==> config.mk <==
export PLATFORM = sky130hd
export DESIGN_NAME = sorted_priority_stack_core
export DESIGN_NICKNAME = d
export VERILOG_FILES = /design/src/rtl/core/spq_pkg.sv /design/src/rtl/core/sorted_priority_stack_core.sv /design/src/rtl/core/spq_cell.sv
export SDC_FILE = /design/constraint.sdc
export NUM_CORES = 2
export LEC_CHECK = 0
export ABC_CLOCK_PERIOD_IN_PS = 5800
export BUFFER_PORTS_ARGS = -buffer_cell sky130_fd_sc_hd__buf_2
export CAP_MARGIN = 30
export CORE_UTILIZATION = 50
export DETAILED_ROUTE_END_ITERATION = 16
export HOLD_SLACK_MARGIN = 0.05
export PLACE_DENSITY = 0.63
export SYNTH_ARGS = -nofsm -noshare
export SYNTH_HDL_FRONTEND = slang
export SYNTH_SLANG_ARGS = --single-unit
==> constraint.sdc <==
create_clock -name clk -period 5.8 [get_ports clk]
set_input_delay 0 -clock clk [delete_from_list [all_inputs] [get_ports clk]]
set_output_delay 0 -clock clk [all_outputs]
set_load 0.02 [all_outputs]
==> src/rtl/core/spq_pkg.sv <==
// ----------------------------------------------------------------------------
// spq_pkg: shared types and constants for the sorted priority stack
// Request and status codes, widths and the command broadcast to every cell.
// ----------------------------------------------------------------------------
package spq_pkg;

  localparam int DATA_W           = 32;
  localparam int FILL_W           = 5;
  localparam int STATUS_W         = 2;
  localparam int CAPACITY_DEFAULT = 16;

  // request codes
  localparam logic REQ_PUSH = 1'b0;
  localparam logic REQ_POP  = 1'b1;

  // result status codes
  localparam logic [STATUS_W-1:0] ST_OK         = 2'd0;
  localparam logic [STATUS_W-1:0] ST_PUSH_FULL  = 2'd1;
  localparam logic [STATUS_W-1:0] ST_POP_EMPTY  = 2'd2;

  // command seen by every cell in the same cycle
  typedef struct packed {
    logic                     push;   // insert value, store not full
    logic                     pop;    // remove top, store not empty
    logic signed [DATA_W-1:0] value;  // value being inserted
  } cell_cmd_t;

endpackage

==> src/rtl/core/sorted_priority_stack_core.sv <==
// ----------------------------------------------------------------------------
// sorted_priority_stack_core: bounded stack kept in descending order
// Chain of CAPACITY cells, largest value in cell 0; push or pop per transfer.
// ----------------------------------------------------------------------------
// On each accepted request every cell compares its value with the pushed
// value in parallel and shifts one place toward or away from the top in the
// same cycle, so a new request is taken every cycle while the result
// register is free or being drained. The result register sits between the
// chain and the output channel, so result valid rises in the cycle after the
// input transfer. A push to a full stack is dropped with status 1, a pop
// from an empty stack returns status 2 and zero. Stored slots need no
// clearing after reset; only the fill count and the result valid are reset.
// ----------------------------------------------------------------------------
module sorted_priority_stack_core #(
  parameter int CAPACITY = spq_pkg::CAPACITY_DEFAULT
) (
  input  logic                                clk,
  input  logic                                rst,
  input  logic                                in_valid,
  output logic                                in_ready,
  input  logic                                req_type,
  input  logic signed [spq_pkg::DATA_W-1:0]   push_value,
  output logic                                out_valid,
  input  logic                                out_ready,
  output logic [spq_pkg::STATUS_W-1:0]        status,
  output logic signed [spq_pkg::DATA_W-1:0]   popped_value,
  output logic signed [spq_pkg::DATA_W-1:0]   top_value,
  output logic                                is_empty,
  output logic [spq_pkg::FILL_W-1:0]          fill_count
);
  import spq_pkg::*;

  localparam int CNT_W = $clog2(CAPACITY + 1);

  logic [CNT_W-1:0]          count;
  logic [CNT_W-1:0]          count_next;
  logic                      accept;
  logic                      full;
  logic                      empty;
  cell_cmd_t                 cmd;
  logic [STATUS_W-1:0]       status_next;

  logic                      occ     [CAPACITY];
  logic                      gt      [CAPACITY];
  logic signed [DATA_W-1:0]  val     [CAPACITY];
  logic signed [DATA_W-1:0]  val_nxt [CAPACITY];

  // input transfer while the result register is free or draining
  assign in_ready = !out_valid || out_ready;
  assign accept   = in_valid && in_ready;
  assign full     = (count == CNT_W'(CAPACITY));
  assign empty    = (count == '0);

  // command broadcast to the chain
  always_comb begin
    cmd.push  = accept && (req_type == REQ_PUSH) && !full;
    cmd.pop   = accept && (req_type == REQ_POP) && !empty;
    cmd.value = push_value;
  end

  // count update and status
  always_comb begin
    count_next  = count;
    status_next = ST_OK;
    if (req_type == REQ_PUSH) begin
      if (full) status_next = ST_PUSH_FULL;
    end else begin
      if (empty) status_next = ST_POP_EMPTY;
    end
    if (cmd.push) count_next = count + CNT_W'(1);
    else if (cmd.pop) count_next = count - CNT_W'(1);
  end

  // cell chain, cell 0 holds the top
  for (genvar i = 0; i < CAPACITY; i++) begin : g_cell
    logic                     prev_gt_w;
    logic signed [DATA_W-1:0] prev_val_w;
    logic signed [DATA_W-1:0] next_val_w;

    assign occ[i] = (count > CNT_W'(i));

    if (i == 0) begin : g_head
      assign prev_gt_w  = 1'b1;
      assign prev_val_w = '0;
    end else begin : g_body
      assign prev_gt_w  = gt[i-1];
      assign prev_val_w = val[i-1];
    end

    if (i == CAPACITY - 1) begin : g_tail
      assign next_val_w = '0;
    end else begin : g_inner
      assign next_val_w = val[i+1];
    end

    spq_cell u_cell (
      .clk      (clk),
      .cmd      (cmd),
      .occupied (occ[i]),
      .prev_gt  (prev_gt_w),
      .prev_val (prev_val_w),
      .next_val (next_val_w),
      .gt       (gt[i]),
      .val      (val[i]),
      .val_next (val_nxt[i])
    );
  end

  // count and output valid
  always_ff @(posedge clk) begin
    if (rst) begin
      count     <= '0;
      out_valid <= 1'b0;
    end else begin
      count <= count_next;
      if (accept) out_valid <= 1'b1;
      else if (out_ready) out_valid <= 1'b0;
    end
  end

  // result register payload
  always_ff @(posedge clk) begin
    if (accept) begin
      status       <= status_next;
      popped_value <= cmd.pop ? val[0] : '0;
      top_value    <= (count_next == '0) ? '0 : val_nxt[0];
      is_empty     <= (count_next == '0);
      fill_count   <= FILL_W'(count_next);
    end
  end

endmodule

==> src/rtl/core/spq_cell.sv <==
// ----------------------------------------------------------------------------
// spq_cell: one slot of the sorted chain
// Holds one value; on a push it keeps, takes the new value or takes its
// upper neighbor's value, on a pop it takes its lower neighbor's value.
// ----------------------------------------------------------------------------
module spq_cell (
  input  logic                             clk,
  input  spq_pkg::cell_cmd_t               cmd,
  input  logic                             occupied,
  input  logic                             prev_gt,
  input  logic signed [spq_pkg::DATA_W-1:0] prev_val,
  input  logic signed [spq_pkg::DATA_W-1:0] next_val,
  output logic                             gt,
  output logic signed [spq_pkg::DATA_W-1:0] val,
  output logic signed [spq_pkg::DATA_W-1:0] val_next
);
  import spq_pkg::*;

  // stored value strictly above the one being inserted
  assign gt = occupied && (val > cmd.value);

  // select the value this slot holds after the transfer
  always_comb begin
    val_next = val;
    if (cmd.push) begin
      if (!gt) begin
        val_next = prev_gt ? cmd.value : prev_val;
      end
    end else if (cmd.pop) begin
      val_next = next_val;
    end
  end

  // slot storage, no reset needed
  always_ff @(posedge clk) begin
    val <= val_next;
  end

endmodule

* Yosys cells after proc, flatten, opt, wreduce, memory -nomap -nowiden
Index checks and enable logic that the tools add are counted.
** Word-level totals
- Register bits after elaboration :: 590
** Operators by class
- $add $sub $neg :: 2
- Order comparisons :: 32
- Equality and inequality tests :: 16
- Multiplexer cells :: 70
- Bitwise logic cells :: 1
- Reduce and logical (&&, ||, !) cells :: 44
** Operator list (count)
- 32-bit 2-to-1 mux :: 63
- 32-bit > comparator :: 16
- 5-bit by 4-bit > comparator with 1-bit output, second input constant :: 8
- 2-bit != test, second input constant :: 15
- 2-bit AND reduction :: 15
- 1-bit logical AND :: 21
- 5-bit by 3-bit > comparator with 1-bit output, second input constant :: 4
- 5-bit by 1-bit > comparator with 1-bit output, second input constant :: 2
- 5-bit by 2-bit > comparator with 1-bit output, second input constant :: 2
- 5-bit zero test :: 2
- 5-bit 2-to-1 mux :: 2
- 5-bit by 1-bit adder with 5-bit output, second input constant :: 1
- 5-bit equality test, second input constant :: 1
- 5-bit by 1-bit subtractor with 5-bit output, second input constant :: 1
- 2-bit 2-to-1 mux :: 2
- 2-bit nonzero test :: 2
- 1-bit zero test :: 3
- 1-bit 2-to-1 mux :: 3
- 1-bit logical OR :: 1
- 1-bit NOT :: 1

* Depth between registers and ports, before layout
- Depth after elaboration :: 8
- Gate-level depth with buffers :: 12
- Gate-level depth less buffers :: 10

* Cells and area by module
A second synthesis with hierarchy kept.
** Second synthesis, totals
- Cell total of the unflattened synthesis :: 5128
- Area, all modules :: 47600.7 µm²
** Modules (own cells, without submodules)
- spq_cell at g_cell[0].u_cell ... :: times used 14, cells an instance 300, area an instance 2751.4 µm², seq. area each 640.6 µm²
- sorted_priority_stack_core :: times used 1, cells an instance 293, area an instance 3549.7 µm², seq. area each 2282.2 µm²
- spq_cell at g_cell[9].u_cell :: times used 1, cells an instance 335, area an instance 2892.8 µm², seq. area each 640.6 µm²
- spq_cell at g_cell[13].u_cell :: times used 1, cells an instance 300, area an instance 2638.8 µm², seq. area each 640.6 µm²

* Worst setup path before layout
OpenSTA, ideal clock, no wires.
- Path kind :: register -> register
- Start :: register g_cell[9].u_cell.val[19] (netlist name)
- End :: register g_cell[9].u_cell.val[0] (netlist name) (enable)
- Arrival time :: 4666 ps
- Data required time :: 5334 ps
- Setup slack :: 669 ps
- Stages on the path, launching flop included :: 11
- Clock period less this slack :: 5131 ps
- Path through :: edfxtp_1 -> ha_1 -> a21oi_1 -> o21ai_1 -> a221o_1 -> a2111oi_0 -> nand3_1 -> and3b_1 -> buf_2 -> buf_1 -> o21ai_0
** Between the ends
- Word-level cells in the longest chain between the ends :: 4
** RTL lines
- from (decl) :: RTL line spq_cell.sv:14 : output logic signed [spq_pkg::DATA_W-1:0] val,
- from (signal assigned) :: RTL line spq_cell.sv:36 : val <= val_next;
- 32-bit > comparator :: RTL line spq_cell.sv:20 : assign gt = occupied && (val > cmd.value);
- 1-bit logical AND :: RTL line spq_cell.sv:20
- 2-bit != test (no source line)
- 2-bit AND reduction (no source line)
No other way between the ends.
A chain may end at the register's enable or synchronous reset.

* Worst setup path in the final report
- Start :: input push_value[31] (netlist name)
- End :: register g_cell[6].u_cell.val[31] (netlist name) (enable)
** Between the ends
- Word-level cells in the longest chain between the ends :: 4
** RTL lines
- from (decl) :: RTL line sorted_priority_stack_core.sv:22 : input logic signed [spq_pkg::DATA_W-1:0] push_value,
- 32-bit > comparator :: RTL line spq_cell.sv:20
- 1-bit logical AND :: RTL line spq_cell.sv:20
- 2-bit != test (no source line)
- 2-bit AND reduction (no source line)
- to (signal assigned) :: RTL line spq_cell.sv:36
- to (decl) :: RTL line spq_cell.sv:14
No other way between the ends.

==> flow_metrics.env <==
export IMPL_place_gp_congestion=0.972
export IMPL_post_route_util_pct=56.7
export IMPL_clock_sinks=590
export IMPL_layout_min_cycle_time_ns=4.75
export IMPL_syn_area_per_cell_um2=10.0
export IMPL_nFillCells=6939
export IMPL_synth_flop_cell="edfxtp_1"
export IMPL_worstPathMaxFanout=17
export IMPL_synth_edf_count=552
export IMPL_fin_crit_sh_pct=81.9
export IMPL_drt_total_wl_um=156000
export IMPL_insertion_delay_ns=0.64
export IMPL_vias=35200
export IMPL_seq_area_um2=17300
export IMPL_p_seq_share_pct=41.2
export IMPL_route_detailed_drc=0
export IMPL_final_cell_area_um2=44800
export IMPL_avgRoutedWirePerCell_um=30.0
export IMPL_peakVddDrop_mv=0.280
export IMPL_hold_violations=0
export IMPL_synth_nets=4555
export IMPL_h_tree_depth=3
export IMPL_swShare_pct=35.6
export IMPL_antenna_found_initial=4
export IMPL_synth_cells=4001
export IMPL_cts_buffers=71
export IMPL_slew_headroom_pct=24.6
export IMPL_dieArea_um2=81100
export IMPL_area_delta_synth_final_pct=12.0
export IMPL_clock_skew_ns=0.0334
export IMPL_fin_nets=4630
export IMPL_internal_power_mw=9.92
export IMPL_clkTransAtPathRegs_ns=0.06
export IMPL_multi_input_area_um2=21600
export IMPL_die_h_um=285
export IMPL_grt_pass1_wl_um=225000
export IMPL_gr_usage_all_layers_pct=37.6
export IMPL_synth_area_um2=40000
export IMPL_grt_overflow=0
export IMPL_tightestPinTransition_ns=1.13
export IMPL_hold_path_class="input pin to flip-flop"
export IMPL_cts_tree="yes"
export IMPL_total_power_mw=15.4
export IMPL_die_x_um=285
export IMPL_ys_types=82
export IMPL_first_pass_iters=6
export IMPL_clock_path_buffers=3
export IMPL_routed_via_density=6.79
export IMPL_combPwrFrac_pct=28.8
export IMPL_yosys_register_bits=590
export IMPL_grt_pass1_vias=33000
export IMPL_dp_hpwl_um=113000
export IMPL_p_sw_mw=5.49
export IMPL_core_area_um2=79000
export IMPL_final_cell_count_no_fill=5184
export IMPL_ios=111
export IMPL_cp_end_kind="flip-flop"
export IMPL_max_freq_mhz=210
export IMPL_rsz0062_at_grt="no"
export IMPL_synth_seq_area_share_pct=43.4
export IMPL_setup_ws_ns=1.05
export IMPL_p_leak_nw=18.1
export IMPL_dpl_cell_area_um2=42100
export IMPL_crit_arrival_ns=5.03
export IMPL_postSynth_asyncResetShare_pct=0
export IMPL_start_util_pct=50.6
export IMPL_ant_nets=0
export IMPL_power_density_nw_per_um2=344
export IMPL_setup_tns_ns=0
export IMPL_setup_viol=0
export IMPL_grt_max_degree=195
export IMPL_start_kind="input pin"
export IMPL_pre_cts_ws_ns=1.05
export IMPL_critical_path_required_ns=6.08
export IMPL_yosys_warnings=0
export IMPL_portBuffers=110
export IMPL_drive_above_1_share_pct=9.56
export IMPL_cts_resized=0
export IMPL_p_clk_share_pct=30.0
export IMPL_clock_root_buffer="clkbuf_16"
export IMPL_dpl_cell_count=5018
export IMPL_drt_iter0_markers=4488
export IMPL_drv_cap=0
export IMPL_timing_hold_ws_ns=0.0691
export IMPL_rows=103
export IMPL_finalMaxSlewViolations=0
export IMPL_status="completed"
export IMPL_path_class="input pin to flip-flop"
[layout make-up]
type | count | area share (%)
Antenna cell | 1 | 0.00559
Clock buffer | 106 | 4.71
Clock inverter | 24 | 0.505
Inverter | 84 | 0.704
Multi-Input combinational cell | 3081 | 48.3
Sequential cell | 590 | 38.7
Tap cell | 1050 | 2.93
Timing Repair Buffer | 248 | 4.17
[cells in the final DEF, fill, tap and decap left out, types with 18 or more instances in the layout]
master and instances:
nand2_1 567, edfxtp_1 552, ha_1 517, nor2_1 439, a221o_1 254, a21oi_1 237, nand3_1 202, o211ai_1 149
buf_2 112, nand4_1 93, o21ai_0 86, inv_1 83, buf_4 83, clkbuf_16 74, a31oi_1 67, mux2i_1 65
a21o_1 47, o21a_1 41, dfxtp_1 38, o221a_2 35, dlygate4sd3_1 35, and2_1 33, nor2b_1 25, and4_1 19
clkbuf_1 18
[synth_stat cells (all sizes together) (6+ instances only)]
| cell | number | area, µm² |
|---|---|---|
| inv | 84 | 315 |
| a211oi | 13 | 103 |
| nor2b | 25 | 156 |
| nand4 | 93 | 582 |
| nand2b | 8 | 50.1 |
| mux2i | 71 | 711 |
| clkbuf | 193 | 724 |
| a21o | 48 | 360 |
| nand2 | 570 | 2140 |
| a221o | 254 | 2540 |
| o221a | 35 | 394 |
| o21ai | 103 | 519 |
| ha | 517 | 6470 |
| a21oi | 238 | 1190 |
| a31oi | 67 | 419 |
| buf | 53 | 262 |
| a221oi | 9 | 78.8 |
| nor3 | 19 | 100 |
| nor4 | 13 | 103 |
| o211ai | 149 | 1120 |
| dfxtp | 38 | 761 |
| nand3 | 202 | 1010 |
| a2111oi | 6 | 52.6 |
| edfxtp | 552 | 16600 |
| and4 | 20 | 175 |
| o21a | 41 | 308 |
| o311ai | 7 | 61.3 |
| o221ai | 8 | 70.1 |
| a21boi | 11 | 82.6 |
| nor2 | 439 | 1650 |
| and2 | 34 | 213 |
[state kept, by name, summed over array words and instances, names as in the netlist]
register           flops
fill_count             5
out_valid              1
top_value             32
status                 2
is_empty               1
g_cell.u_cell.val    512
count                  5
popped_value          32
[metal layers]
metal / part of all wire, % / track usage [%] / vias to the layer above
met3: 9.5 / 6.94 / 403
met5: 0.024 / 0 / -
li1: - / - / 15600
met1: 40 / 49.8 / 17200
met2: 44 / 56.8 / 2003
met4: 7.1 / 23.4 / 6
[path summary, 6_finish.rpt]
| kind | startpoint | endpoint | slack [ns] | cells past startpoint |
|---|---|---|---|---|
| max | push_value[31] | g_cell[6].u_cell.val[31]$_DFFE_PP_ | 1.05 | 13 |
| min | in_valid | fill_count[4]$_DFFE_PP_ | 0.07 | 5 |
| max reg2reg | g_cell[6].u_cell.val[31]$_DFFE_PP_ | g_cell[6].u_cell.val[31]$_DFFE_PP_ | 1.21 | 10 |
| min reg2reg | g_cell[0].u_cell.val[18]$_DFF_P_ | g_cell[0].u_cell.val[18]$_DFF_P_ | 0.56 | 1 |
[critical path, cell delays in order]
cell	delay (ns)
dlygate4sd3_1	0.53
buf_2	0.17
inv_1	0.55
ha_1	0.32
nand4_1	0.14
or3_4	0.45
nor4_4	0.54
or3b_1	0.51
a31oi_1	0.31
nor3_4	0.08
buf_4	0.24
o21ai_4	0.69
buf_4	0.46
[cells by family (layout without fill, tap and decap cells)]
group	Yosys count	after routing	share of synthesized area, %
compound gates	1032	1032	19.2
buf+inv	330	462	3.25
xor+xnor	3	3	0.0657
simple gates	1455	1455	16.1
mux	74	74	1.86
fa+ha+maj	517	517	16.2
flops	590	590	43.4
other cells	0	1	0
[timing repair]
item / CTS / global route
buffers inserted: 0 / 0
endpoints found under the setup margin: 0 / 0
hold buffers: 35 / 0
hold endpoints to repair: 159 / 0
[power by group through the flow]
stage	clock network [mW]	logic, mW	registers, mW
global placement	0	4.18	6.42
CTS	4.65	4.33	6.32
detailed placement	0	4.29	6.40
finish	4.62	4.44	6.34
global route	4.80	4.79	6.39
floorplan	0	2.67	6.22
(Power assumes the default switching activity.)
